**src/design/assert_macros.svh**
```systemverilog
// assertion helpers shared by the rtl
`ifndef ASSERT_MACROS_SVH
`define ASSERT_MACROS_SVH

// checked in every cycle, including reset
`define ASSERT_ALWAYS(lbl, clk, prop, msg) \
   lbl: assert property (@(posedge clk) prop) else $error(msg);

// checked only outside reset
`define ASSERT_RUN(lbl, clk, rst, prop, msg) \
   lbl: assert property (@(posedge clk) disable iff (rst) prop) else $error(msg);

`endif

```
**src/design/rvalu_pkg.sv**
```systemverilog
// ----------------------------------------------------------------------------
// rvalu_pkg
// shared types and constants of the rv32im register alu
// ----------------------------------------------------------------------------
`default_nettype none

package rvalu_pkg;

   localparam int unsigned XLEN = 32;

   localparam logic [6:0] F7_BASE   = 7'b0000000;
   localparam logic [6:0] F7_ALT    = 7'b0100000;
   localparam logic [6:0] F7_MULDIV = 7'b0000001;

   typedef enum logic [4:0] {
      OP_ADD, OP_SUB, OP_SLL, OP_SLT, OP_SLTU, OP_XOR, OP_SRL, OP_SRA, OP_OR, OP_AND,
      OP_MUL, OP_MULH, OP_MULHSU, OP_MULHU, OP_DIV, OP_DIVU, OP_REM, OP_REMU, OP_BAD
   } op_type;

   typedef struct packed {
      op_type            op;
      logic [XLEN-1:0]   a;
      logic [XLEN-1:0]   b;
   } uop_type;

   typedef struct packed {
      logic [1:0] count;
   } front_status_type;

   typedef struct packed {
      logic div_active;
      logic pop_plain;
   } back_status_type;

endpackage

`default_nettype wire

```
**src/design/rvalu_if.sv**
```systemverilog
// ----------------------------------------------------------------------------
// rvalu channel interfaces
// valid/ready channels for operation requests and results
// ----------------------------------------------------------------------------
`default_nettype none

interface rvalu_req_if;
   logic        valid;
   logic        ready;
   logic [2:0]  command;
   logic [6:0]  variant;
   logic [31:0] operand_a;
   logic [31:0] operand_b;
   modport source (output valid, command, variant, operand_a, operand_b, input ready);
   modport sink   (input valid, command, variant, operand_a, operand_b, output ready);
endinterface

interface rvalu_rsp_if;
   logic        valid;
   logic        ready;
   logic [31:0] result;
   logic        recognised;
   modport source (output valid, result, recognised, input ready);
   modport sink   (input valid, result, recognised, output ready);
endinterface

`default_nettype wire

```
**src/design/rvalu_front.sv**
```systemverilog
// ----------------------------------------------------------------------------
// rvalu_front
// decodes funct3/funct7 and holds decoded operations in a two-entry queue
// ----------------------------------------------------------------------------
`default_nettype none

module rvalu_front (
   input  wire logic                       clock,
   input  wire logic                       reset,
   rvalu_req_if.sink                       req,
   input  wire logic                       pop,
   output logic                            head_vld,
   output rvalu_pkg::uop_type              head,
   output rvalu_pkg::front_status_type     status
);
   import rvalu_pkg::*;

   function automatic op_type decode(input logic [2:0] f3, input logic [6:0] f7);
      op_type op;
      op = OP_BAD;
      if (f7 == F7_MULDIV) begin
         case (f3)
            3'd0: op = OP_MUL;
            3'd1: op = OP_MULH;
            3'd2: op = OP_MULHSU;
            3'd3: op = OP_MULHU;
            3'd4: op = OP_DIV;
            3'd5: op = OP_DIVU;
            3'd6: op = OP_REM;
            default: op = OP_REMU;
         endcase
      end else if (f7 == F7_BASE) begin
         case (f3)
            3'd0: op = OP_ADD;
            3'd1: op = OP_SLL;
            3'd2: op = OP_SLT;
            3'd3: op = OP_SLTU;
            3'd4: op = OP_XOR;
            3'd5: op = OP_SRL;
            3'd6: op = OP_OR;
            default: op = OP_AND;
         endcase
      end else if (f7 == F7_ALT && f3 == 3'd0) begin
         op = OP_SUB;
      end else if (f7 == F7_ALT && f3 == 3'd5) begin
         op = OP_SRA;
      end
      return op;
   endfunction

   uop_type    mem_ff [2];
   logic       wr_ptr_ff, wr_ptr_in;
   logic       rd_ptr_ff, rd_ptr_in;
   logic [1:0] count_ff, count_in;
   logic       push;
   uop_type    entry;

   assign req.ready = (count_ff != 2'd2);
   assign push      = req.valid && req.ready;
   assign head_vld  = (count_ff != 2'd0);
   assign head      = mem_ff[rd_ptr_ff];
   assign status.count = count_ff;

   always_comb begin
      entry.op  = decode(req.command, req.variant);
      entry.a   = req.operand_a;
      entry.b   = req.operand_b;
      wr_ptr_in = push ? ~wr_ptr_ff : wr_ptr_ff;
      rd_ptr_in = pop ? ~rd_ptr_ff : rd_ptr_ff;
      count_in  = count_ff + {1'b0, push} - {1'b0, pop};
   end

   always_ff @(posedge clock) begin
      if (push) begin
         mem_ff[wr_ptr_ff] <= entry;
      end
   end

   always_ff @(posedge clock) begin
      if (reset) begin
         wr_ptr_ff <= 1'b0;
         rd_ptr_ff <= 1'b0;
         count_ff  <= 2'd0;
      end else begin
         wr_ptr_ff <= wr_ptr_in;
         rd_ptr_ff <= rd_ptr_in;
         count_ff  <= count_in;
      end
   end

endmodule

`default_nettype wire

```
**src/design/rvalu_div.sv**
```systemverilog
// ----------------------------------------------------------------------------
// rvalu_div
// radix-2 restoring divider, one quotient bit per cycle
// ----------------------------------------------------------------------------
`default_nettype none

module rvalu_div (
   input  wire logic        clock,
   input  wire logic        reset,
   input  wire logic        start,
   input  wire logic [31:0] dividend,
   input  wire logic [31:0] divisor,
   input  wire logic        is_signed,
   input  wire logic        want_rem,
   input  wire logic        take,
   output logic             active,
   output logic             done,
   output logic [31:0]      value
);
   import rvalu_pkg::*;

   logic            busy_ff, busy_in;
   logic            done_ff, done_in;
   logic [4:0]      cnt_ff, cnt_in;
   logic [XLEN-1:0] rem_ff, rem_in;
   logic [XLEN-1:0] quo_ff, quo_in;
   logic [XLEN-1:0] den_ff, den_in;
   logic            neg_q_ff, neg_q_in;
   logic            neg_r_ff, neg_r_in;
   logic            sel_rem_ff, sel_rem_in;
   logic [XLEN:0]   shifted;
   logic [XLEN+1:0] diff;

   assign active = busy_ff || done_ff;
   assign done   = done_ff;

   always_comb begin
      shifted    = {rem_ff, quo_ff[XLEN-1]};
      diff       = {1'b0, shifted} - {2'b00, den_ff};
      busy_in    = busy_ff;
      done_in    = done_ff;
      cnt_in     = cnt_ff;
      rem_in     = rem_ff;
      quo_in     = quo_ff;
      den_in     = den_ff;
      neg_q_in   = neg_q_ff;
      neg_r_in   = neg_r_ff;
      sel_rem_in = sel_rem_ff;
      if (start) begin
         busy_in    = 1'b1;
         cnt_in     = '0;
         rem_in     = '0;
         quo_in     = (is_signed && dividend[XLEN-1]) ? (~dividend + 32'd1) : dividend;
         den_in     = (is_signed && divisor[XLEN-1]) ? (~divisor + 32'd1) : divisor;
         // a zero divisor keeps the all-ones quotient unsigned
         neg_q_in   = is_signed && (dividend[XLEN-1] ^ divisor[XLEN-1]) && (divisor != '0);
         neg_r_in   = is_signed && dividend[XLEN-1];
         sel_rem_in = want_rem;
      end else if (busy_ff) begin
         if (!diff[XLEN+1]) begin
            rem_in = diff[XLEN-1:0];
            quo_in = {quo_ff[XLEN-2:0], 1'b1};
         end else begin
            rem_in = shifted[XLEN-1:0];
            quo_in = {quo_ff[XLEN-2:0], 1'b0};
         end
         cnt_in = cnt_ff + 5'd1;
         if (cnt_ff == 5'd31) begin
            busy_in = 1'b0;
            done_in = 1'b1;
         end
      end else if (take) begin
         done_in = 1'b0;
      end
      if (sel_rem_ff) begin
         value = neg_r_ff ? (~rem_ff + 32'd1) : rem_ff;
      end else begin
         value = neg_q_ff ? (~quo_ff + 32'd1) : quo_ff;
      end
   end

   always_ff @(posedge clock) begin
      cnt_ff     <= cnt_in;
      rem_ff     <= rem_in;
      quo_ff     <= quo_in;
      den_ff     <= den_in;
      neg_q_ff   <= neg_q_in;
      neg_r_ff   <= neg_r_in;
      sel_rem_ff <= sel_rem_in;
   end

   always_ff @(posedge clock) begin
      if (reset) begin
         busy_ff <= 1'b0;
         done_ff <= 1'b0;
      end else begin
         busy_ff <= busy_in;
         done_ff <= done_in;
      end
   end

endmodule

`default_nettype wire

```
**src/design/rvalu_back.sv**
```systemverilog
// ----------------------------------------------------------------------------
// rvalu_back
// execute stage, shared divider and result register
// ----------------------------------------------------------------------------
`default_nettype none

module rvalu_back (
   input  wire logic                     clock,
   input  wire logic                     reset,
   input  wire logic                     head_vld,
   input  rvalu_pkg::uop_type            head,
   output logic                          pop,
   rvalu_rsp_if.source                   rsp,
   output rvalu_pkg::back_status_type    status
);
   import rvalu_pkg::*;

   logic              x_vld_ff, x_vld_in;
   op_type            x_op_ff, x_op_in;
   logic [XLEN-1:0]   x_res_ff, x_res_in;
   logic [2*XLEN-1:0] x_prod_ff, x_prod_in;
   logic              out_vld_ff, out_vld_in;
   logic [XLEN-1:0]   out_res_ff, out_res_in;
   logic              out_ok_ff, out_ok_in;

   logic              is_div, is_signed_div, is_rem;
   logic              div_start, div_take, div_active, div_done;
   logic [XLEN-1:0]   div_value;
   logic              out_adv, x_free, pop_plain;
   logic [XLEN-1:0]   alu_res;
   logic [XLEN:0]     mul_a, mul_b;
   logic [2*XLEN+1:0] prod;
   logic [4:0]        sh;

   always_comb begin
      is_div        = (head.op == OP_DIV) || (head.op == OP_DIVU) ||
                      (head.op == OP_REM) || (head.op == OP_REMU);
      is_signed_div = (head.op == OP_DIV) || (head.op == OP_REM);
      is_rem        = (head.op == OP_REM) || (head.op == OP_REMU);
      out_adv       = x_vld_ff && (!out_vld_ff || rsp.ready);
      x_free        = !x_vld_ff || out_adv;
      div_start     = head_vld && is_div && !div_active;
      div_take      = div_done && x_free;
      // plain ops wait behind a divide to keep order
      pop_plain     = head_vld && !is_div && !div_active && x_free;
      pop           = div_start || pop_plain;
   end

   rvalu_div u_div (
      .clock     (clock),
      .reset     (reset),
      .start     (div_start),
      .dividend  (head.a),
      .divisor   (head.b),
      .is_signed (is_signed_div),
      .want_rem  (is_rem),
      .take      (div_take),
      .active    (div_active),
      .done      (div_done),
      .value     (div_value)
   );

   always_comb begin
      sh = head.b[4:0];
      case (head.op)
         OP_ADD:  alu_res = head.a + head.b;
         OP_SUB:  alu_res = head.a - head.b;
         OP_SLL:  alu_res = head.a << sh;
         OP_SLT:  alu_res = {31'd0, $signed(head.a) < $signed(head.b)};
         OP_SLTU: alu_res = {31'd0, head.a < head.b};
         OP_XOR:  alu_res = head.a ^ head.b;
         OP_SRL:  alu_res = head.a >> sh;
         OP_SRA:  alu_res = $unsigned($signed(head.a) >>> sh);
         OP_OR:   alu_res = head.a | head.b;
         OP_AND:  alu_res = head.a & head.b;
         default: alu_res = '0;
      endcase
      mul_a = {((head.op == OP_MULH) || (head.op == OP_MULHSU)) && head.a[XLEN-1], head.a};
      mul_b = {(head.op == OP_MULH) && head.b[XLEN-1], head.b};
      // full-width signed product, operands sign extended to the result width
      prod  = $signed(mul_a) * $signed(mul_b);
   end

   always_comb begin
      x_vld_in  = x_vld_ff;
      x_op_in   = x_op_ff;
      x_res_in  = x_res_ff;
      x_prod_in = x_prod_ff;
      if (div_take) begin
         x_vld_in = 1'b1;
         x_op_in  = OP_DIV;
         x_res_in = div_value;
      end else if (pop_plain) begin
         x_vld_in  = 1'b1;
         x_op_in   = head.op;
         x_res_in  = alu_res;
         x_prod_in = prod[2*XLEN-1:0];
      end else if (out_adv) begin
         x_vld_in = 1'b0;
      end

      out_vld_in = out_vld_ff;
      out_res_in = out_res_ff;
      out_ok_in  = out_ok_ff;
      if (out_adv) begin
         out_vld_in = 1'b1;
         out_ok_in  = (x_op_ff != OP_BAD);
         case (x_op_ff)
            OP_MUL:    out_res_in = x_prod_ff[XLEN-1:0];
            OP_MULH:   out_res_in = x_prod_ff[2*XLEN-1:XLEN];
            OP_MULHSU: out_res_in = x_prod_ff[2*XLEN-1:XLEN];
            OP_MULHU:  out_res_in = x_prod_ff[2*XLEN-1:XLEN];
            OP_BAD:    out_res_in = '0;
            default:   out_res_in = x_res_ff;
         endcase
      end else if (rsp.ready) begin
         out_vld_in = 1'b0;
      end
   end

   assign rsp.valid      = out_vld_ff;
   assign rsp.result     = out_res_ff;
   assign rsp.recognised = out_ok_ff;
   assign status.div_active = div_active;
   assign status.pop_plain  = pop_plain;

   always_ff @(posedge clock) begin
      x_op_ff    <= x_op_in;
      x_res_ff   <= x_res_in;
      x_prod_ff  <= x_prod_in;
      out_res_ff <= out_res_in;
      out_ok_ff  <= out_ok_in;
   end

   always_ff @(posedge clock) begin
      if (reset) begin
         x_vld_ff   <= 1'b0;
         out_vld_ff <= 1'b0;
      end else begin
         x_vld_ff   <= x_vld_in;
         out_vld_ff <= out_vld_in;
      end
   end

endmodule

`default_nettype wire

```
**src/design/rv32im_register_alu_unit.sv**
```systemverilog
// ----------------------------------------------------------------------------
// rv32im_register_alu_unit
// rv32im register-register execute unit with valid/ready channels
// ----------------------------------------------------------------------------
// usage
// - req carries funct3 (command), funct7 (variant) and the two source values;
//   a transaction is taken when req.valid and req.ready are both high
// - rsp returns the destination value and the recognised flag, one
//   transaction per request, in request order
// - alu and multiply results pass through the queue slot, the execute
//   register and the result register
// - divide and remainder run through a radix-2 divider, one quotient bit a
//   cycle: 32 iterations
// - throughput: one transaction per cycle for alu and multiply ops while
//   rsp.ready is high; a divide holds the execute side for 32 iterations,
//   later requests wait in the two-entry queue and then on req.ready
// - the multiplier is a single 33x33 signed array feeding a register
// - reset (synchronous, active high) empties the queue and drops any
//   pending result and divide in flight
// - when rsp.ready stays low the result register holds, the execute
//   register fills, then the queue fills and req.ready falls
// ----------------------------------------------------------------------------
`default_nettype none

`include "assert_macros.svh"

module rv32im_register_alu_unit (
   input  wire logic    clock,
   input  wire logic    reset,
   rvalu_req_if.sink    req,
   rvalu_rsp_if.source  rsp
);
   import rvalu_pkg::*;

   // queue head between front and back
   logic              head_vld;
   uop_type           head;
   logic              pop;
   front_status_type  front_status;
   back_status_type   back_status;

   // decode and queue
   rvalu_front u_front (
      .clock    (clock),
      .reset    (reset),
      .req      (req),
      .pop      (pop),
      .head_vld (head_vld),
      .head     (head),
      .status   (front_status)
   );

   // execute, divide and result register
   rvalu_back u_back (
      .clock    (clock),
      .reset    (reset),
      .head_vld (head_vld),
      .head     (head),
      .pop      (pop),
      .rsp      (rsp),
      .status   (back_status)
   );

   `ASSERT_ALWAYS(a_reset_clears_rsp, clock, reset |=> !rsp.valid, "rsp valid after reset")
   `ASSERT_RUN(a_queue_bound, clock, reset, front_status.count <= 2'd2, "queue overflow")
   `ASSERT_RUN(a_pop_needs_entry, clock, reset, pop |-> head_vld, "pop from empty queue")
   `ASSERT_RUN(a_div_orders, clock, reset, back_status.div_active |-> !back_status.pop_plain,
      "op passed a divide in flight")

endmodule

`default_nettype wire
```
**src/flat_wrapper.sv**
```systemverilog
// flat-port wrapper written by rule: the top's interface ports become plain ports
module rv32im_register_alu_unit_flat import rvalu_pkg::*;
  (clock, reset, req_valid, req_command, req_variant, req_operand_a, req_operand_b, req_ready, rsp_valid, rsp_result, rsp_recognised, rsp_ready);
  rvalu_req_if req_i ();
  rvalu_rsp_if rsp_i ();
  input  wire logic clock;
  input  wire logic reset;
  input wire logic [$bits(req_i.valid)-1:0] req_valid;
  input wire logic [$bits(req_i.command)-1:0] req_command;
  input wire logic [$bits(req_i.variant)-1:0] req_variant;
  input wire logic [$bits(req_i.operand_a)-1:0] req_operand_a;
  input wire logic [$bits(req_i.operand_b)-1:0] req_operand_b;
  output wire logic [$bits(req_i.ready)-1:0] req_ready;
  output wire logic [$bits(rsp_i.valid)-1:0] rsp_valid;
  output wire logic [$bits(rsp_i.result)-1:0] rsp_result;
  output wire logic [$bits(rsp_i.recognised)-1:0] rsp_recognised;
  input wire logic [$bits(rsp_i.ready)-1:0] rsp_ready;
  assign req_i.valid = req_valid;
  assign req_i.command = req_command;
  assign req_i.variant = req_variant;
  assign req_i.operand_a = req_operand_a;
  assign req_i.operand_b = req_operand_b;
  assign req_ready = req_i.ready;
  assign rsp_valid = rsp_i.valid;
  assign rsp_result = rsp_i.result;
  assign rsp_recognised = rsp_i.recognised;
  assign rsp_i.ready = rsp_ready;
  rv32im_register_alu_unit u_core (.clock(clock), .reset(reset), .req(req_i), .rsp(rsp_i));
endmodule
```
**config.mk**
```make
export PLATFORM = sky130hd
export DESIGN_NAME = rv32im_register_alu_unit_flat
export DESIGN_NICKNAME = d
export VERILOG_FILES = /design/src/design/rvalu_pkg.sv /design/src/design/rvalu_if.sv /design/src/design/rvalu_front.sv /design/src/design/rvalu_div.sv /design/src/design/rvalu_back.sv /design/src/design/rv32im_register_alu_unit.sv /design/src/flat_wrapper.sv
export VERILOG_INCLUDE_DIRS = /design/src /design/src/design
export SDC_FILE = /design/constraint.sdc
export NUM_CORES = 2
export LEC_CHECK = 0
export BUFFER_PORTS_ARGS = -buffer_cell sky130_fd_sc_hd__buf_2
export CAP_MARGIN = 25
export CELL_PAD_IN_SITES_DETAIL_PLACEMENT = 0
export CELL_PAD_IN_SITES_GLOBAL_PLACEMENT = 1
export CORE_ASPECT_RATIO = 0.7
export CORE_MARGIN = 2
export CORE_UTILIZATION = 47
export DETAILED_ROUTE_END_ITERATION = 8
export GPL_TIMING_DRIVEN = 1
export PLACE_DENSITY_LB_ADDON = 0.25
export SETUP_SLACK_MARGIN = 0.15
export SKIP_LAST_GASP = 1
export SLEW_MARGIN = 5
export SYNTH_ARGS = -nofsm -noshare
export SYNTH_HDL_FRONTEND = slang
export SYNTH_SLANG_ARGS = --single-unit
```
**constraint.sdc**
```tcl
create_clock -name clock -period 10.25 [get_ports clock]
set_input_delay 0.5125 -clock clock [delete_from_list [all_inputs] [get_ports clock]]
set_output_delay 0.5125 -clock clock [all_outputs]
set_load 0.005 [all_outputs]
```
==> impl_metrics.prom <==
# TYPE chip_impl_metric gauge
chip_impl_metric{name="drive_above_1_share",unit=""} 0.0880
chip_impl_metric{name="worst_path_largest_cell_delay",unit="ps"} 650
chip_impl_info{name="run_status",value="finished, final reports clean"} 1
chip_impl_metric{name="fin_area",unit="um2"} 68600
chip_impl_metric{name="register_clock_pin_slew_on_the_reported_worst_setup_and_hold_paths",unit="ps"} 60
chip_impl_metric{name="cts_num_sinks",unit=""} 385
chip_impl_metric{name="netlist_area",unit="um2"} 63000
chip_impl_metric{name="drtAntennaViolNets",unit=""} 0
chip_impl_metric{name="number_of_drc_markers_in_iteration_0",unit=""} 6930
chip_impl_info{name="synth_commonest_cells",value="inv_1 (1297), fa_1 (1128), nand2_1 (1014)"} 1
chip_impl_info{name="timing_worst_setup_path_type",value="reg -> reg"} 1
chip_impl_info{name="crit_top_cell",value="fa_1"} 1
chip_impl_info{name="yosysTopAreaCell",value="fa_1"} 1
chip_impl_metric{name="placementRows",unit=""} 112
chip_impl_metric{name="setup_viol_count_final",unit=""} 0
chip_impl_info{name="critical_path.startpoint_type",value="flip-flop"} 1
chip_impl_metric{name="timing.max_slew.rel_slack",unit=""} 0.110
chip_impl_metric{name="post-route-period-util",unit=""} 0.963
chip_impl_metric{name="yosys-mux-area-fraction",unit=""} 0.0216
chip_impl_info{name="combinational_family_with_the_most_area_after_synthesis",value="adder cells"} 1
chip_impl_metric{name="routed_wire_length_per_instance",unit="um"} 30.4
chip_impl_metric{name="h-tree-depth",unit=""} 2
chip_impl_metric{name="routed_wl",unit="um"} 271000
chip_impl_metric{name="post-route-drc-count",unit=""} 0
chip_impl_metric{name="cts.hold.buffers_added",unit=""} 0
chip_impl_metric{name="num_io_pins",unit=""} 113
chip_impl_metric{name="detailed_place.area",unit="um2"} 67100
chip_impl_metric{name="cts_inserted_buffers",unit=""} 41
chip_impl_metric{name="skew",unit="ps"} 37.9
chip_impl_metric{name="critPathMaxFanout",unit=""} 38
chip_impl_metric{name="overflow",unit=""} 0
chip_impl_metric{name="syn_nets",unit=""} 8548
chip_impl_info{name="cell_with_the_largest_stage_delay_on_the_worst_path",value="mux2i_2"} 1
chip_impl_metric{name="detail_route.vias_per_cell",unit=""} 5.96
chip_impl_metric{name="post_cts_resize_count",unit=""} 0
chip_impl_metric{name="die_height",unit="um"} 310
chip_impl_info{name="synth_most_common_cell",value="inv_1"} 1
chip_impl_info{name="tritoncts",value="built"} 1
chip_impl_metric{name="worstPathRequired",unit="ps"} 10540
chip_impl_metric{name="worst_skew_pair.late_latency",unit="ps"} 630
chip_impl_metric{name="i_o_buffers",unit=""} 112
chip_impl_metric{name="synth_async_sr_flop_share",unit=""} 0
chip_impl_metric{name="ys_seq_elements",unit=""} 385
chip_impl_metric{name="vias_in_the_first_global_route",unit=""} 52400
chip_impl_metric{name="maxClockFrequency",unit="MHz"} 101
chip_impl_metric{name="growth_of_design_area_from_synthesis_to_finish",unit="%"} 8.89
chip_impl_metric{name="fraction_of_the_mapped_netlist_area_in_compound_gates",unit=""} 0.109
chip_impl_metric{name="finalMaxSlewViolations",unit=""} 0
chip_impl_info{name="min-delay-path-class",value="in -> reg"} 1
chip_impl_metric{name="cts_setup_buffers",unit=""} 0
chip_impl_metric{name="synth-edff-count",unit=""} 334
chip_impl_metric{name="synth.yosys.seq_area_share",unit=""} 0.175
chip_impl_metric{name="maxCapViolCount",unit=""} 0
chip_impl_metric{name="grt_antenna_before_repair",unit=""} 30
chip_impl_metric{name="routabilityCongestion",unit=""} 1.08
chip_impl_metric{name="dpl.hpwl",unit="um"} 219000
chip_impl_metric{name="timing_hold_violations_final",unit=""} 0
chip_impl_metric{name="grt_first_pass_wirelength",unit="um"} 385000
chip_impl_metric{name="vias",unit=""} 53000
chip_impl_metric{name="grt_start_max_net_pins",unit=""} 83
chip_impl_info{name="setup.worst_path.end_class",value="flip-flop"} 1
chip_impl_metric{name="max_slew.worst_pin.slew",unit="ps"} 1330
chip_impl_metric{name="dr.pass1.iters",unit=""} 9
chip_impl_metric{name="fp.dieArea",unit="um2"} 137000
chip_impl_metric{name="final_period_minus_worst_setup_slack",unit="ps"} 9870
chip_impl_metric{name="final_net_count",unit=""} 8634
chip_impl_metric{name="floorplan.initialDensity",unit=""} 0.473
chip_impl_metric{name="synth_top_cell_area_share",unit=""} 0.358
chip_impl_metric{name="synthesis.yosys.warnings",unit=""} 0
chip_impl_info{name="cell_at_the_root_of_the_clock_tree",value="clkbuf_16"} 1
chip_impl_info{name="synth_top_flop_cell",value="edfxtp_1"} 1
chip_impl_metric{name="netlist_instances",unit=""} 6993
chip_impl_metric{name="cts.path.max_buffers",unit=""} 3
chip_impl_metric{name="post_synthesis_share_of_cell_area_spent_on_and_or_nand_and_nor_gates",unit=""} 0.129
chip_impl_metric{name="finalSetupTns",unit="ps"} 0
chip_impl_metric{name="grt_use_total",unit=""} 0.399
chip_impl_metric{name="dp_worst_setup_slack",unit="ps"} 369
chip_impl_info{name="rsz0062_at_grt",value="no"} 1
chip_impl_metric{name="die_width",unit="um"} 442
chip_impl_metric{name="finalWorstSetupSlack",unit="ps"} 381
chip_impl_info{name="synth_area_leaders",value="fa_1 (36%), edfxtp_1 (16%), inv_1 (7.7%)"} 1
chip_impl_metric{name="synth-adder-area-share",unit=""} 0.428
chip_impl_metric{name="post_synth.cell_area_avg",unit="um2"} 9.01
chip_impl_metric{name="core_area",unit="um2"} 133000
chip_impl_metric{name="cp.arrival",unit="ps"} 10160
chip_impl_metric{name="yosys.area_share.xor_xnor",unit=""} 0.0345
chip_impl_metric{name="netlist-cell-type-count",unit=""} 94
state kept, by name (all words and copies together) (netlist names), 2 cells and up, named ones only:
name and count:
u_core.u_back.rsp.result 32, u_core.u_back.u_div.cnt_ff 5, u_core.u_back.u_div.den_ff 32, u_core.u_back.u_div.quo_ff 32, u_core.u_back.u_div.rem_ff 32, u_core.u_back.x_op_ff 5, u_core.u_back.x_prod_ff 64, u_core.u_back.x_res_ff 32
u_core.u_front.mem_ff 138, u_core.u_front.status 2
layout by cell type (no fill, tap or decap), drive strengths merged, types with 20 or more instances in the layout:
| cell | count |
|---|---|
| o211ai | 50 |
| nand3 | 51 |
| o21ai | 284 |
| fa | 1128 |
| a21oi | 296 |
| a211oi | 43 |
| or3 | 32 |
| xnor2 | 184 |
| inv | 1342 |
| xor2 | 64 |
| clkbuf | 50 |
| nor2b | 32 |
| buf | 409 |
| nand2 | 1014 |
| o22ai | 34 |
| o31ai | 40 |
| clkinv | 25 |
| edfxtp | 334 |
| dfxtp | 51 |
| ha | 349 |
| o21bai | 20 |
| a221oi | 22 |
| nand2b | 34 |
| mux2i | 127 |
| a31oi | 34 |
| nor3 | 60 |
| a21o | 50 |
| nor2 | 640 |
| a222oi | 32 |
metrics by stage:
stage / hold WS, ps / instances / utilization
after detailed placement: 493 / 8794 / 0.504
after floorplan: 457 / 6993 / -
after CTS: 71.8 / 8868 / 0.514
after global routing: 84.1 / 8878 / 0.515
final: 95.8 / 8893 / 0.515
after global placement: 482 / 8785 / 0.503
critical path: cells and delay by family, from the launching register on:
family | cells | cell delay [ps]
compound gates | 6 | 1740
simple gates | 4 | 1090
flops | 1 | 520
mux | 1 | 650
buf+inv | 8 | 1440
fa+ha+maj | 10 | 4110
metal layers:
layer  up-vias  GRT usage  share of wire
li1      22300          -              -
met1     26700      0.561           0.41
met2      3426      0.536           0.38
met3       527      0.167           0.15
met4        20      0.167          0.050
met5         -          0        0.00051
kinds of logic after synthesis:
group	count (synthesis)
flip-flops	385
multiplexers	135
AND/OR/NAND/NOR	1956
AO/OA/AOI/OAI	1073
buffers and inverters	1719
adder cells (fa/ha/maj)	1477
XOR/XNOR	248
layout make-up:
class | count | area (um2)
well taps | 1767 | 2210
flip-flops and latches | 385 | 11100
multi-input cells | 4889 | 45800
clock buffers | 49 | 1060
inverters | 1351 | 5070
fillers | 12700 | 64500
clock inverters | 25 | 290
repair buffers | 411 | 3050
diodes | 16 | 40.0
worst paths after layout:
check	from	endpoint	slack, ps	depth (start not counted)
min	req_operand_a[8]	u_core.u_front.mem_ff[0][40]	100	1
max	flip-flop	u_core.u_back.x_prod_ff[42]	380	29
max reg2reg	flip-flop	u_core.u_back.x_prod_ff[42]	380	29
min reg2reg	u_core.u_back.u_div.cnt_ff[4]	u_core.u_back.u_div.cnt_ff[4]	510	2
Power is not shown: default switching activity piles up to over one toggle a cycle in this logic, so the estimate is an artifact.
